File: config.mk
export PLATFORM = sky130hd
export DESIGN_NAME = wft_ctrl
export DESIGN_NICKNAME = d
export VERILOG_FILES = /design/src/rtl/core/wft_pkg.sv /design/src/rtl/core/wft_ctrl.sv
export SDC_FILE = /design/constraint.sdc
export NUM_CORES = 1
export LEC_CHECK = 0
export BUFFER_PORTS_ARGS = -buffer_cell sky130_fd_sc_hd__buf_4
export CAP_MARGIN = 0
export CORE_AREA = 2 2 39 41
export CTS_BUF_LIST = sky130_fd_sc_hd__clkbuf_8
export DETAILED_ROUTE_END_ITERATION = 8
export DIE_AREA = 0 0 41 43
export HOLD_SLACK_MARGIN = 0.15
export MAX_ROUTING_LAYER = met4
export PLACE_DENSITY = 0.51
export SLEW_MARGIN = 20
export SYNTH_ARGS = -nofsm -noshare
export SYNTH_HDL_FRONTEND = slang
export SYNTH_SLANG_ARGS = --single-unit
File: constraint.sdc
create_clock -name clk -period 1.19 [get_ports clk]
set_input_delay 0.119 -clock clk [delete_from_list [all_inputs] [get_ports clk]]
set_output_delay 0.119 -clock clk [all_outputs]
set_load 0.1 [all_outputs]
File: src/rtl/core/wft_pkg.sv
`timescale 1ns / 1ps

package wft_pkg;

    localparam int TABLE_ENTRIES = 128;
    localparam int WORD_CHARS    = 8;
    localparam int COUNT_BITS    = 16;

    localparam int IDX_W  = $clog2(TABLE_ENTRIES);
    localparam int ENT_W  = $clog2(TABLE_ENTRIES + 1);
    localparam int LEN_W  = $clog2(WORD_CHARS + 1);
    localparam int WORD_W = 8 * WORD_CHARS;

    localparam logic [7:0] CHAR_LOW  = 8'd65;   // 'A'
    localparam logic [7:0] CHAR_HIGH = 8'd122;  // 'z'

    localparam logic [COUNT_BITS-1:0] COUNT_MAX = {COUNT_BITS{1'b1}};

    localparam logic RESULT_WORD    = 1'b0;
    localparam logic RESULT_SUMMARY = 1'b1;

    typedef enum logic [2:0] {
        ST_IDLE,
        ST_SEARCH,
        ST_CMP,
        ST_MIN_ADDR,
        ST_MIN_CMP,
        ST_SUM
    } wft_state_t;

    typedef struct packed {
        logic in_accept;
        logic scan_clr;
        logic scan_inc;
        logic commit_new;
        logic commit_hit;
        logic min_step;
        logic load_sum;
    } wft_cmd_t;

    typedef struct packed {
        logic word_ends;
        logic in_last;
        logic last_reg;
        logic at_end;
        logic hit;
        logic out_free;
        logic tbl_empty;
        logic min_last;
    } wft_sts_t;

endpackage

File: src/rtl/core/wft_ctrl.sv
`timescale 1ns / 1ps

module wft_ctrl (
    input  logic              clk,
    input  logic              rst_n,
    input  logic              in_valid,
    output logic              in_ready,
    input  wft_pkg::wft_sts_t sts,
    output wft_pkg::wft_cmd_t cmd
);
    import wft_pkg::*;

    wft_state_t state_reg;
    wft_state_t state_next;

    always_ff @(posedge clk or negedge rst_n)
    begin
        if (!rst_n)
        begin
            state_reg <= ST_IDLE;
        end
        else
        begin
            state_reg <= state_next;
        end
    end

    always_comb
    begin
        state_next = state_reg;
        unique case (state_reg)
            ST_IDLE:
            begin
                if (in_valid)
                begin
                    if (sts.word_ends)
                    begin
                        state_next = ST_SEARCH;
                    end
                    else if (sts.in_last)
                    begin
                        state_next = ST_MIN_ADDR;
                    end
                end
            end
            ST_SEARCH:
            begin
                if (!sts.at_end)
                begin
                    state_next = ST_CMP;
                end
                else if (sts.out_free)
                begin
                    state_next = sts.last_reg ? ST_MIN_ADDR : ST_IDLE;
                end
            end
            ST_CMP:
            begin
                if (!sts.hit)
                begin
                    state_next = ST_SEARCH;
                end
                else if (sts.out_free)
                begin
                    state_next = sts.last_reg ? ST_MIN_ADDR : ST_IDLE;
                end
            end
            ST_MIN_ADDR:
            begin
                state_next = sts.tbl_empty ? ST_SUM : ST_MIN_CMP;
            end
            ST_MIN_CMP:
            begin
                state_next = sts.min_last ? ST_SUM : ST_MIN_ADDR;
            end
            ST_SUM:
            begin
                if (sts.out_free)
                begin
                    state_next = ST_IDLE;
                end
            end
            default:
            begin
                state_next = ST_IDLE;
            end
        endcase
    end

    always_comb
    begin
        in_ready = 1'b0;
        cmd      = '0;
        unique case (state_reg)
            ST_IDLE:
            begin
                in_ready      = 1'b1;
                cmd.in_accept = in_valid;
                cmd.scan_clr  = in_valid;
            end
            ST_SEARCH:
            begin
                // past the last used slot: insert or drop once the output frees
                if (sts.at_end && sts.out_free)
                begin
                    cmd.commit_new = 1'b1;
                    cmd.scan_clr   = 1'b1;
                end
            end
            ST_CMP:
            begin
                if (!sts.hit)
                begin
                    cmd.scan_inc = 1'b1;
                end
                else if (sts.out_free)
                begin
                    cmd.commit_hit = 1'b1;
                    cmd.scan_clr   = 1'b1;
                end
            end
            ST_MIN_ADDR:
            begin
            end
            ST_MIN_CMP:
            begin
                cmd.min_step = 1'b1;
                cmd.scan_inc = 1'b1;
            end
            ST_SUM:
            begin
                cmd.load_sum = sts.out_free;
            end
            default:
            begin
            end
        endcase
    end

endmodule

# After elaboration in Yosys (flattened, before gate mapping)

Cells that the tools add are included.

Bits of input ports: 11
Word-level logic and storage cells: 35
Bits in registers: 3

Reductions and logical operators: 3
Mux-type cells: 23
Equal/unequal tests: 8

Operators by type and width:

| kind                                                 | count |
|---|---|
| two-way mux 3 bit                                    | 8 |
| one-hot mux 3 bit (6 select lines)                   | 1 |
| two-way mux 1 bit                                    | 11 |
| equality test 3 x 2 -> 1 bit (second input constant) | 2 |
| equality test 3 bit (second input constant)          | 2 |
| inequality test 2 bit (second input constant)        | 2 |
| equality test 3 x 1 -> 1 bit (second input constant) | 1 |
| logical NOT 3 bit                                    | 1 |
| inequality test 3 bit (second input constant)        | 1 |
| one-hot mux 1 bit (3 select lines)                   | 1 |
| AND reduction 3 bit                                  | 1 |
| two-way mux 2 bit                                    | 1 |
| one-hot mux 1 bit (2 select lines)                   | 1 |
| logical AND 1 bit                                    | 1 |

# Longest topological paths before layout

Gate-level depths: netlist of run 1.

Word-level depth: 4
Depth in mapped cells: 4
Gate-level depth less buffers: 3

# Worst setup path after synthesis of run 1

Ideal clock, no wire load.

Path type: reg-to-output
From: register state_reg[0]
To: output port cmd[6] (netlist name)
Arrival time: 3583 ps
Stages on the path, launching flop included: 3
Path buffers: 0
Slack: -2512 ps
Path through: dfrtp_1 nor3_1 and2_1

RTL lines:

| item                   | RTL line       | text |
|---|---|---|
| start, declared        | wft_ctrl.sv:13 | `wft_state_t state_reg;` |
| start signal, assigned | wft_ctrl.sv:24 | `state_reg <= state_next;` |
| end, declared          | wft_ctrl.sv:9  | `output wft_pkg::wft_cmd_t cmd` |

==> run metrics, run 1 <==
Fill cells 121; commonest non-fill, non-tap cell in the layout buf_4; Worst Setup Start Kind flop; Std-Cell Rows 14; antenna fix cells 0; HP Class input pin to flop; Core Region 1384 um2; CTS tree done; Avg Inst Size Synth 8.118 um2; max_slew headroom 80.74%; die area 1763 um2; hold_ws 0.2066 ns; initial DRC count 6; GRT Residual Overflow 0; final hold vios 0; remaining antenna violation count after routing 0; CTS HTree Levels 1; die height 43 um; leakage power 0.3730 nW; Avg Vias per Cell 5.083; synthesized area 349.1 um2; Mapped Cells 43; crit-path max cell delay 0.43 ns; critical path class flop to primary output; max cap viols 0; FF-to-FF Start state_reg[0]$_DFFE_PN0P_; most frequent cells in the layout buf_4 (25), buf_12 (8), nand2_1 (4), clkbuf_8 (3), dfrtp_2 (3); synth warn 0; Final setup viols 10; Pre-Repair DR Iteration Count 4; slowest CP cell dfrtp_2; Worst Tran Pin Value 0.2880 ns; DRC 0; Yosys reg bits 3; Peak VDD IR 1.393 mV; cell accounting for the most synthesized area dfrtp_1; Post-Syn Nets 54; worst-path maximum fanout 7; power density cells 2972 nW/um2; ys async rst share 100.0%; CTS Buf Count 3; Clock transition at path regs 0.03 ns; Non-Filler Instances 96; post-synth cell types 28; cells along the critical path nand3b_1 > buf_6 > nor3_4 > buf_12; CTS max path bufs 2; failing checks negative setup slack; crit path capture type primary output; Die X 41 um; clk_lat worst skew 0.21 ns; Final Cell Area 860.8 um2; top post-synthesis cells by area dfrtp_1 (22%), nor3b_1 (6.5%), nor2b_1 (5.4%), a221oi_2 (4.3%), buf_4 (4.3%); Final #Nets 92; initial antenna violation count 0; Sink Count 3; status finished, violations left; All-Layer GR Usage 17.36%; unrepaired setup endpoints after global routing yes; routed via count 488; Post-DP HPWL 817.1 um; Starting Density 25.23%; number of flip-flops under the largest register name 3; Post-DP Area 628.1 um2; input/output buffers 18; CP startpoint state_reg[0]$_DFFE_PN0P_; CTS Root Cell clkbuf_8; Crit path required time 1.07 ns; largest net degree at the start of global routing 12; I/O pins 19; Layout Skew 0.00009383 ns; Seq/Total Area, Yosys 21.51%; worst setup margin -0.2796 ns; Synth top area share 21.51%; Cells after DPL 84; Slew Limit Fails 0; Layout area overhead 146.6%; hold_sp sts[0]; RD Place Congestion 0.7217; number of global-route vias before repair 478; Routed WL per cell 12.93 um; layout cells sized above 1 68.75%; final period utilization 123.5%; ys flop type dfrtp_1; FMAX 680.5 MHz; first-pass GRT wire length 1.980 mm; Critical Path AT 1.35 ns; Total Wirelength 1.241 mm; Post-synth EDFFs 0; Final min period 1.470 ns
-- synthesized netlist by cell type, drive strengths merged, types with 2 or more instances --
cell    count
a21oi       3
and3        2
buf         3
dfrtp       3
nand2       4
nand2b      2
nand3b      2
nor2b       3
nor3        2
nor3b       3
-- repair_timing --
item                                   4_1_cts  5_1_grt
endpoints found under the hold margin        3        0
setup endpoints to repair                   11       11
gates resized for setup                     28        2
hold buffers                                 1        0
pin swaps                                    2        0
setup buffers                                6        1
-- through the flow --
stage               total power, W  worst slack, ns  setup TNS (ns)  utilization [%]
floorplan                 0.001443          -0.6996          -3.214                -
global placement          0.001801          -0.1638          -1.115            45.39
detailed placement        0.001800          -0.1641          -1.152            45.39
CTS                       0.002515          -0.2907          -2.155            60.94
global route              0.002697          -0.3373          -2.677            62.21
finish                    0.002559          -0.2796          -2.100            62.21
-- kinds of logic (layout without fill, tap and decap cells) --
group                  count (synthesis)  after routing  share of synthesized area (%)
and+or+nand+nor                       21             21                          36.20
AOI/OAI and AO/OA                     14             14                          32.62
buffers and inverters                  4             41                          6.806
DFF                                    3              3                          21.50
muxes                                  1              1                          2.867
-- power breakdown --
group          leakage (nW)  switching [W]  internal [W]
Clock                0.0269      0.0000646      0.000219
Sequential           0.0338      0.0000977      0.000158
Combinational         0.312        0.00107      0.000949
-- final timing paths --
kind / cells past startpoint / slack [ns] / end
worst max-delay path: 4 / -0.28 / cmd[2]
worst min-delay path: 3 / 0.21 / state_reg[1]$_DFFE_PN0P_
worst max register to register: 6 / -0.17 / state_reg[0]$_DFFE_PN0P_
worst min register to register: 2 / 0.73 / state_reg[0]$_DFFE_PN0P_
max in group asynchronous: 2 / 0.85 / state_reg[1]$_DFFE_PN0P_
min in group asynchronous: 2 / 0.24 / state_reg[2]$_DFFE_PN0P_
-- metal layers --
layer | share of wire [%] | global-route usage, %
met3 | 2.7 | 1.571
met2 | 56 | 25.94
met1 | 39 | 20.85
met4 | 2.1 | 12.00
met5 | 0 | -
-- area by class of cell --
type | count | area (um2) | area share, %
Timing Repair Buffer | 36 | 380.4 | 44.19
Multi-Input combinational cell | 36 | 332.8 | 38.66
Sequential cell | 3 | 78.83 | 9.157
Clock buffer | 3 | 41.29 | 4.797
Tap cell | 16 | 20.02 | 2.326
Clock inverter | 1 | 3.754 | 0.4360
Inverter | 1 | 3.754 | 0.4360
-- worst max-delay path, delay by kind of cell, from the launching register on --
family / cells / cell delay [ns]
DFF: 1 / 0.43
and+or+nand+nor: 2 / 0.36
buffers and inverters: 2 / 0.35
(Power assumes the default switching activity.)
==> run 2: changes to the inputs <==
--- a/config.mk
+++ b/config.mk
@@ -13,7 +13,7 @@
 export DIE_AREA = 0 0 41 43
 export HOLD_SLACK_MARGIN = 0.15
 export MAX_ROUTING_LAYER = met4
-export PLACE_DENSITY = 0.51
+export PLACE_DENSITY = 0.5
 export SLEW_MARGIN = 20
 export SYNTH_ARGS = -nofsm -noshare
 export SYNTH_HDL_FRONTEND = slang
==> run metrics, run 2 (synthesis results as in run 1) <==
status finished, violations left (unchanged); failing checks negative setup slack (unchanged); die height 43 um (unchanged); HP Class input pin to flop (unchanged); Std-Cell Rows 14 (unchanged); critical path class flop to primary output (unchanged); RR Endpoint state_reg[0]$_DFFE_PN0P_ (unchanged); Post-DP Area 643.1 um2 (was 628.1 um2); final hold vios 0 (unchanged); routed via count 467 (was 488); I/O pins 19 (unchanged); Total Wirelength 1.161 mm (was 1.241 mm); Peak VDD IR 1.443 mV (was 1.393 mV); leakage power 0.3575 nW (was 0.3730 nW); Post-DP HPWL 832 um (was 817.1 um); Core Region 1384 um2 (unchanged); max cap viols 0 (unchanged); FF-to-FF Start state_reg[1]$_DFFE_PN0P_ (was state_reg[0]$_DFFE_PN0P_); remaining antenna violation count after routing 0 (unchanged); Final min period 1.484 ns (was 1.470 ns); Reg2Reg Setup Slack -0.18 ns (was -0.17 ns); Final Cell Area 823.3 um2 (was 860.8 um2); Layout area overhead 135.8% (was 146.6%); All-Layer GR Usage 15.36% (was 17.36%); Starting Density 25.23% (unchanged); Worst Tran Pin Value 0.2736 ns (was 0.2880 ns); Sink Count 3 (unchanged); worst setup margin -0.2945 ns (was -0.2796 ns); metal2 WL 608 um (was 695 um); number of global-route vias before repair 440 (was 478); met3 wire len 59 um (was 33 um); Final #Nets 90 (was 92); Top Metal Used met3 (was met4); cells along the critical path nor2b_1 > and4b_4 > buf_6 (was nand3b_1 > buf_6 > nor3_4 > buf_12); Critical Path AT 1.37 ns (was 1.35 ns); commonest non-fill, non-tap cell in the layout buf_4 (unchanged); max_slew headroom 81.71% (was 80.74%); unrepaired setup endpoints after global routing yes (unchanged); Slew Limit Fails 0 (unchanged); clk_lat worst skew 0.22 ns (was 0.21 ns); Reg2Reg Depth 6 (unchanged); met1 WL 493 um (was 485 um); Worst Setup Start Kind flop (unchanged); worst-path maximum fanout 7 (unchanged); CTS tree done (unchanged); number of flip-flops under the largest register name 3 (unchanged); GRT Residual Overflow 0 (unchanged); CTS HTree Levels 1 (unchanged); largest net degree at the start of global routing 9 (was 12); Routed WL per cell 12.35 um (was 12.93 um); Clock transition at path regs 0.03 ns (about the same); initial antenna violation count 0 (unchanged); Final setup viols 10 (unchanged); crit-path max cell delay 0.44 ns (was 0.43 ns); hold_sp sts[0] (unchanged); first-pass GRT wire length 1.787 mm (was 1.980 mm); power density cells 3009 nW/um2 (was 2972 nW/um2); crit path capture type primary output (unchanged); antenna fix cells 0 (unchanged); DRC 0 (unchanged); CTS Buf Count 3 (unchanged); most frequent cells in the layout buf_4 (22), buf_12 (6), buf_6 (5), nand2_1 (4) (was buf_4 (25), buf_12 (8), nand2_1 (4), clkbuf_8 (3), dfrtp_2 (3)); Die X 41 um (unchanged); WHS Endpoint state_reg[1]$_DFFE_PN0P_ (unchanged); die area 1763 um2 (unchanged); Crit path required time 1.07 ns (about the same); CTS Root Cell clkbuf_8 (unchanged); Layout Skew 0.003226 ns (was 0.00009383 ns); initial DRC count 4 (was 6); final period utilization 124.7% (was 123.5%); hold depth 3 (unchanged); Avg Vias per Cell 4.968 (was 5.083); pre-CTS setup slack -0.1572 ns (was -0.1641 ns); layout cells sized above 1 65.38% (was 68.75%); Pre-Repair DR Iteration Count 4 (unchanged); RD Place Congestion 0.7522 (was 0.7217); FMAX 673.6 MHz (was 680.5 MHz); slowest CP cell dfrtp_2 (unchanged); input/output buffers 18 (unchanged); CTS max path bufs 2 (unchanged)
==> run 2: routing by layer <==
metal / up-vias / global-route usage, %
met5: - / -
met1: 224 / 18.77
met3: 0 / 6.283
met4: 0 / 2.000
met2: 11 / 23.75
li1: 232 / -
==> run 2: how the worst max path moves through the flow <==
stage	from	end	slack, ns	cells past startpoint
after global placement	state_reg[1]$_DFFE_PN0P_	cmd[3]	-0.18	3
after floorplan	state_reg[2]$_DFFE_PN0P_	cmd[6]	-0.70	2
after detailed placement	state_reg[1]$_DFFE_PN0P_	cmd[4]	-0.16	4
after global routing	state_reg[0]$_DFFE_PN0P_	cmd[2]	-0.34	4
final	state_reg[1]$_DFFE_PN0P_	cmd[3]	-0.29	3
after CTS	state_reg[1]$_DFFE_PN0P_	cmd[3]	-0.30	3
==> run 2: cell type report <==
type	count	area (um2)
Inverter	1	3.754
Sequential cell	3	78.83
Timing Repair Buffer	34	351.6
Multi-Input combinational cell	36	324.1
Fill cell	127	560.5
Clock buffer	3	41.29
Tap cell	16	20.02
Clock inverter	1	3.754
==> run 2: per-stage QoR <==
| stage | TNS (ns) | instances | hold WS, ns | utilization (%) | total power, W |
|---|---|---|---|---|---|
| 2_1_floorplan | -3.214 | 43 | -0.1766 | - | 0.001443 |
| 3_5_place_dp | -1.118 | 86 | -0.08766 | 46.47 | 0.001835 |
| 6_report | -2.350 | 94 | 0.2077 | 59.49 | 0.002477 |
| 4_1_cts | -2.384 | 94 | 0.2024 | 58.68 | 0.002455 |
| 3_3_place_gp | -1.103 | 86 | -0.08905 | 46.47 | 0.001841 |
| 5_1_grt | -2.757 | 94 | 0.2209 | 59.49 | 0.002591 |
==> run 2: critical path, delay by kind of cell (launching register included) <==
kind	cells	cell delay, ns
buffers and inverters	1	0.22
flip-flops	1	0.44
AND/OR/NAND/NOR	2	0.49
==> run 2: repair_timing <==
action                                 in CTS  in global routing
gates resized for setup                    23                  3
endpoints found under the hold margin       3                  0
hold buffers                                1                  0
buffers inserted                            3                  0
pin swaps                                   2                  2
setup endpoints to repair                  11                 11
gates cloned                                0                  0
==> run 2: power breakdown <==
part	total, W	internal [W]	switching (W)	leakage, nW
Clock	0.000289	0.000220	0.0000693	0.0269
Combinational	0.00193	0.000887	0.00105	0.297
Sequential	0.000254	0.000158	0.0000963	0.0338
==> run 3: changes to the inputs <==
--- a/config.mk
+++ b/config.mk
@@ -12,7 +12,6 @@
 export DETAILED_ROUTE_END_ITERATION = 8
 export DIE_AREA = 0 0 41 43
 export HOLD_SLACK_MARGIN = 0.15
-export MAX_ROUTING_LAYER = met4
 export PLACE_DENSITY = 0.5
 export SLEW_MARGIN = 20
 export SYNTH_ARGS = -nofsm -noshare
==> run metrics, run 3 (synthesis results as in run 1) <==
status finished, violations left (unchanged); failing checks negative setup slack (unchanged); Starting Density 25.23% (unchanged); RR Endpoint state_reg[0]$_DFFE_PN0P_ (unchanged); largest net degree at the start of global routing 9 (unchanged); commonest non-fill, non-tap cell in the layout buf_4 (unchanged); initial DRC count 4 (unchanged); P_int 0.001264 W (was 0.001265 W); Final #Nets 90 (unchanged); GRT Residual Overflow 0 (unchanged); max cap viols 0 (unchanged); worst setup margin -0.2942 ns (was -0.2945 ns); slowest CP cell dfrtp_2 (unchanged); final hold vios 0 (unchanged); number of flip-flops under the largest register name 3 (unchanged); Routed WL per cell 12.36 um (was 12.35 um); antenna fix cells 0 (unchanged); crit-path max cell delay 0.44 ns (about the same); CTS HTree Levels 1 (unchanged); CTS Root Cell clkbuf_8 (unchanged); first-pass GRT wire length 1.787 mm (unchanged); Fill cells 127 (unchanged); Layout area overhead 135.8% (unchanged); number of global-route vias before repair 440 (unchanged); Peak VDD IR 1.443 mV (about the same); hold depth 3 (unchanged); Clock transition at path regs 0.03 ns (about the same); register share of total power 10.2% (about the same); Clk pwr share 11.7% (about the same); HP Class input pin to flop (unchanged); All-Layer GR Usage 14.99% (was 15.36%); Final setup viols 10 (unchanged); hold_sp sts[0] (unchanged); Reg2Reg Depth 6 (unchanged); crit path capture type primary output (unchanged); CTS tree done (unchanged); unrepaired setup endpoints after global routing yes (unchanged); Crit path required time 1.07 ns (about the same); setup tns final -2.345 ns (was -2.350 ns); Sink Count 3 (unchanged); critical path class flop to primary output (unchanged); Reg2Reg Setup Slack -0.18 ns (about the same); switching portion of total power 48.95% (was 48.96%); final period utilization 124.7% (about the same); Psw 0.001213 W (about the same); I/O pins 19 (unchanged); Total Wirelength 1.162 mm (was 1.161 mm); Worst Setup Start Kind flop (unchanged); Final min period 1.484 ns (about the same); Die X 41 um (unchanged); power density cells 3009 nW/um2 (about the same); CTS max path bufs 2 (unchanged); routed via count 467 (unchanged); Slew Limit Fails 0 (unchanged); FMAX 673.8 MHz (was 673.6 MHz); Non-Filler Instances 94 (unchanged); clk_lat worst skew 0.22 ns (about the same); die height 43 um (unchanged); combinational group share of total power 78.1% (about the same); Core Region 1384 um2 (unchanged); Post-DP HPWL 832 um (unchanged); most frequent cells in the layout buf_4 (22), buf_12 (6), buf_6 (5), nand2_1 (4) (unchanged); Worst Tran Pin Value 0.2779 ns (was 0.2736 ns); WHS Endpoint state_reg[1]$_DFFE_PN0P_ (unchanged); initial antenna violation count 0 (unchanged); Critical Path AT 1.37 ns (about the same); input/output buffers 18 (unchanged); cells along the critical path nor2b_1 > and4b_4 > buf_6 (unchanged); leakage power 0.3575 nW (unchanged); Avg Vias per Cell 4.968 (unchanged); worst-path maximum fanout 7 (unchanged); Layout Skew 0.003300 ns (was 0.003226 ns); die area 1763 um2 (unchanged); DRC 0 (unchanged); Std-Cell Rows 14 (unchanged); remaining antenna violation count after routing 0 (unchanged); Pre-Repair DR Iteration Count 4 (unchanged); layout cells sized above 1 65.38% (unchanged); CTS Buf Count 3 (unchanged); RD Place Congestion 0.7429 (was 0.7522); final core utilization 59.49% (unchanged); max_slew headroom 81.41% (was 81.71%); FF-to-FF Start state_reg[1]$_DFFE_PN0P_ (unchanged); Cells after DPL 86 (unchanged)
[run 3: cell counts in the layout (fill, tap and decap cells not counted)]
No cell type changed its count.
[run 3: critical path, delay by kind of cell, from the launching register on]
| family | cells | cell delay (ns) |
|---|---|---|
| and+or+nand+nor | 2 | 0.49 |
| DFF | 1 | 0.44 |
| buffers and inverters | 1 | 0.22 |
[run 3: worst max path at each step]
| stage | endpoint | slack [ns] | from | cells after the start |
|---|---|---|---|---|
| floorplan | cmd[6] | -0.70 | state_reg[2]$_DFFE_PN0P_ | 2 |
| global placement | cmd[3] | -0.18 | state_reg[1]$_DFFE_PN0P_ | 3 |
| detailed placement | cmd[4] | -0.16 | state_reg[1]$_DFFE_PN0P_ | 4 |
| CTS | cmd[3] | -0.30 | state_reg[1]$_DFFE_PN0P_ | 3 |
| global route | cmd[2] | -0.34 | state_reg[0]$_DFFE_PN0P_ | 4 |
| finish | cmd[3] | -0.29 | state_reg[1]$_DFFE_PN0P_ | 3 |
[run 3: stage by stage]
| step | total power [W] | hold slack [ns] | setup WS [ns] | cell area, um2 |
|---|---|---|---|---|
| after floorplan | 0.001443 | -0.1766 | -0.6996 | 427.9 |
| after global placement | 0.001841 | -0.08905 | -0.1750 | 643.1 |
| after detailed placement | 0.001835 | -0.08766 | -0.1572 | 643.1 |
| after CTS | 0.002455 | 0.2024 | -0.3013 | 812.0 |
| after global routing | 0.002591 | 0.2209 | -0.3410 | 823.3 |
| final | 0.002477 | 0.2078 | -0.2942 | 823.3 |
[run 3: power by group through the flow]
stage / clock network, W / logic [W] / registers, W
2_1_floorplan: 0 / 0.00121 / 0.000231
3_3_place_gp: 0 / 0.00159 / 0.000252
3_5_place_dp: 0 / 0.00158 / 0.000255
4_1_cts: 0.000294 / 0.00191 / 0.000248
5_1_grt: 0.000309 / 0.00202 / 0.000262
6_report: 0.000289 / 0.00193 / 0.000254
[run 3: per-layer routing]
| metal | vias to the layer above | track usage, % | wire length, um |
|---|---|---|---|
| met5 | - | 0 | 0 |
| met4 | 0 | 2.000 | 0 |
| met3 | 0 | 6.283 | 59 |
| met2 | 11 | 23.75 | 603 |
| met1 | 224 | 18.77 | 498 |
| li1 | 232 | - | - |
[run 3: repair_timing]
action	CTS	global route
resized for setup	23	3
buffers inserted	3	0
hold buffers	1	0
pin swaps	2	2
hold endpoints to repair	3	0
endpoints found under the setup margin	11	11
[run 3: layout make-up]
| type | instances | area, um2 | area share (%) |
|---|---|---|---|
| tap | 16 | 20.02 | 2.432 |
| multi-input combinational | 36 | 324.1 | 39.36 |
| sequential | 3 | 78.83 | 9.574 |
| inverter | 1 | 3.754 | 0.4559 |
| clock buffer | 3 | 41.29 | 5.015 |
| clock inverter | 1 | 3.754 | 0.4559 |
| timing repair buffer | 34 | 351.6 | 42.71 |
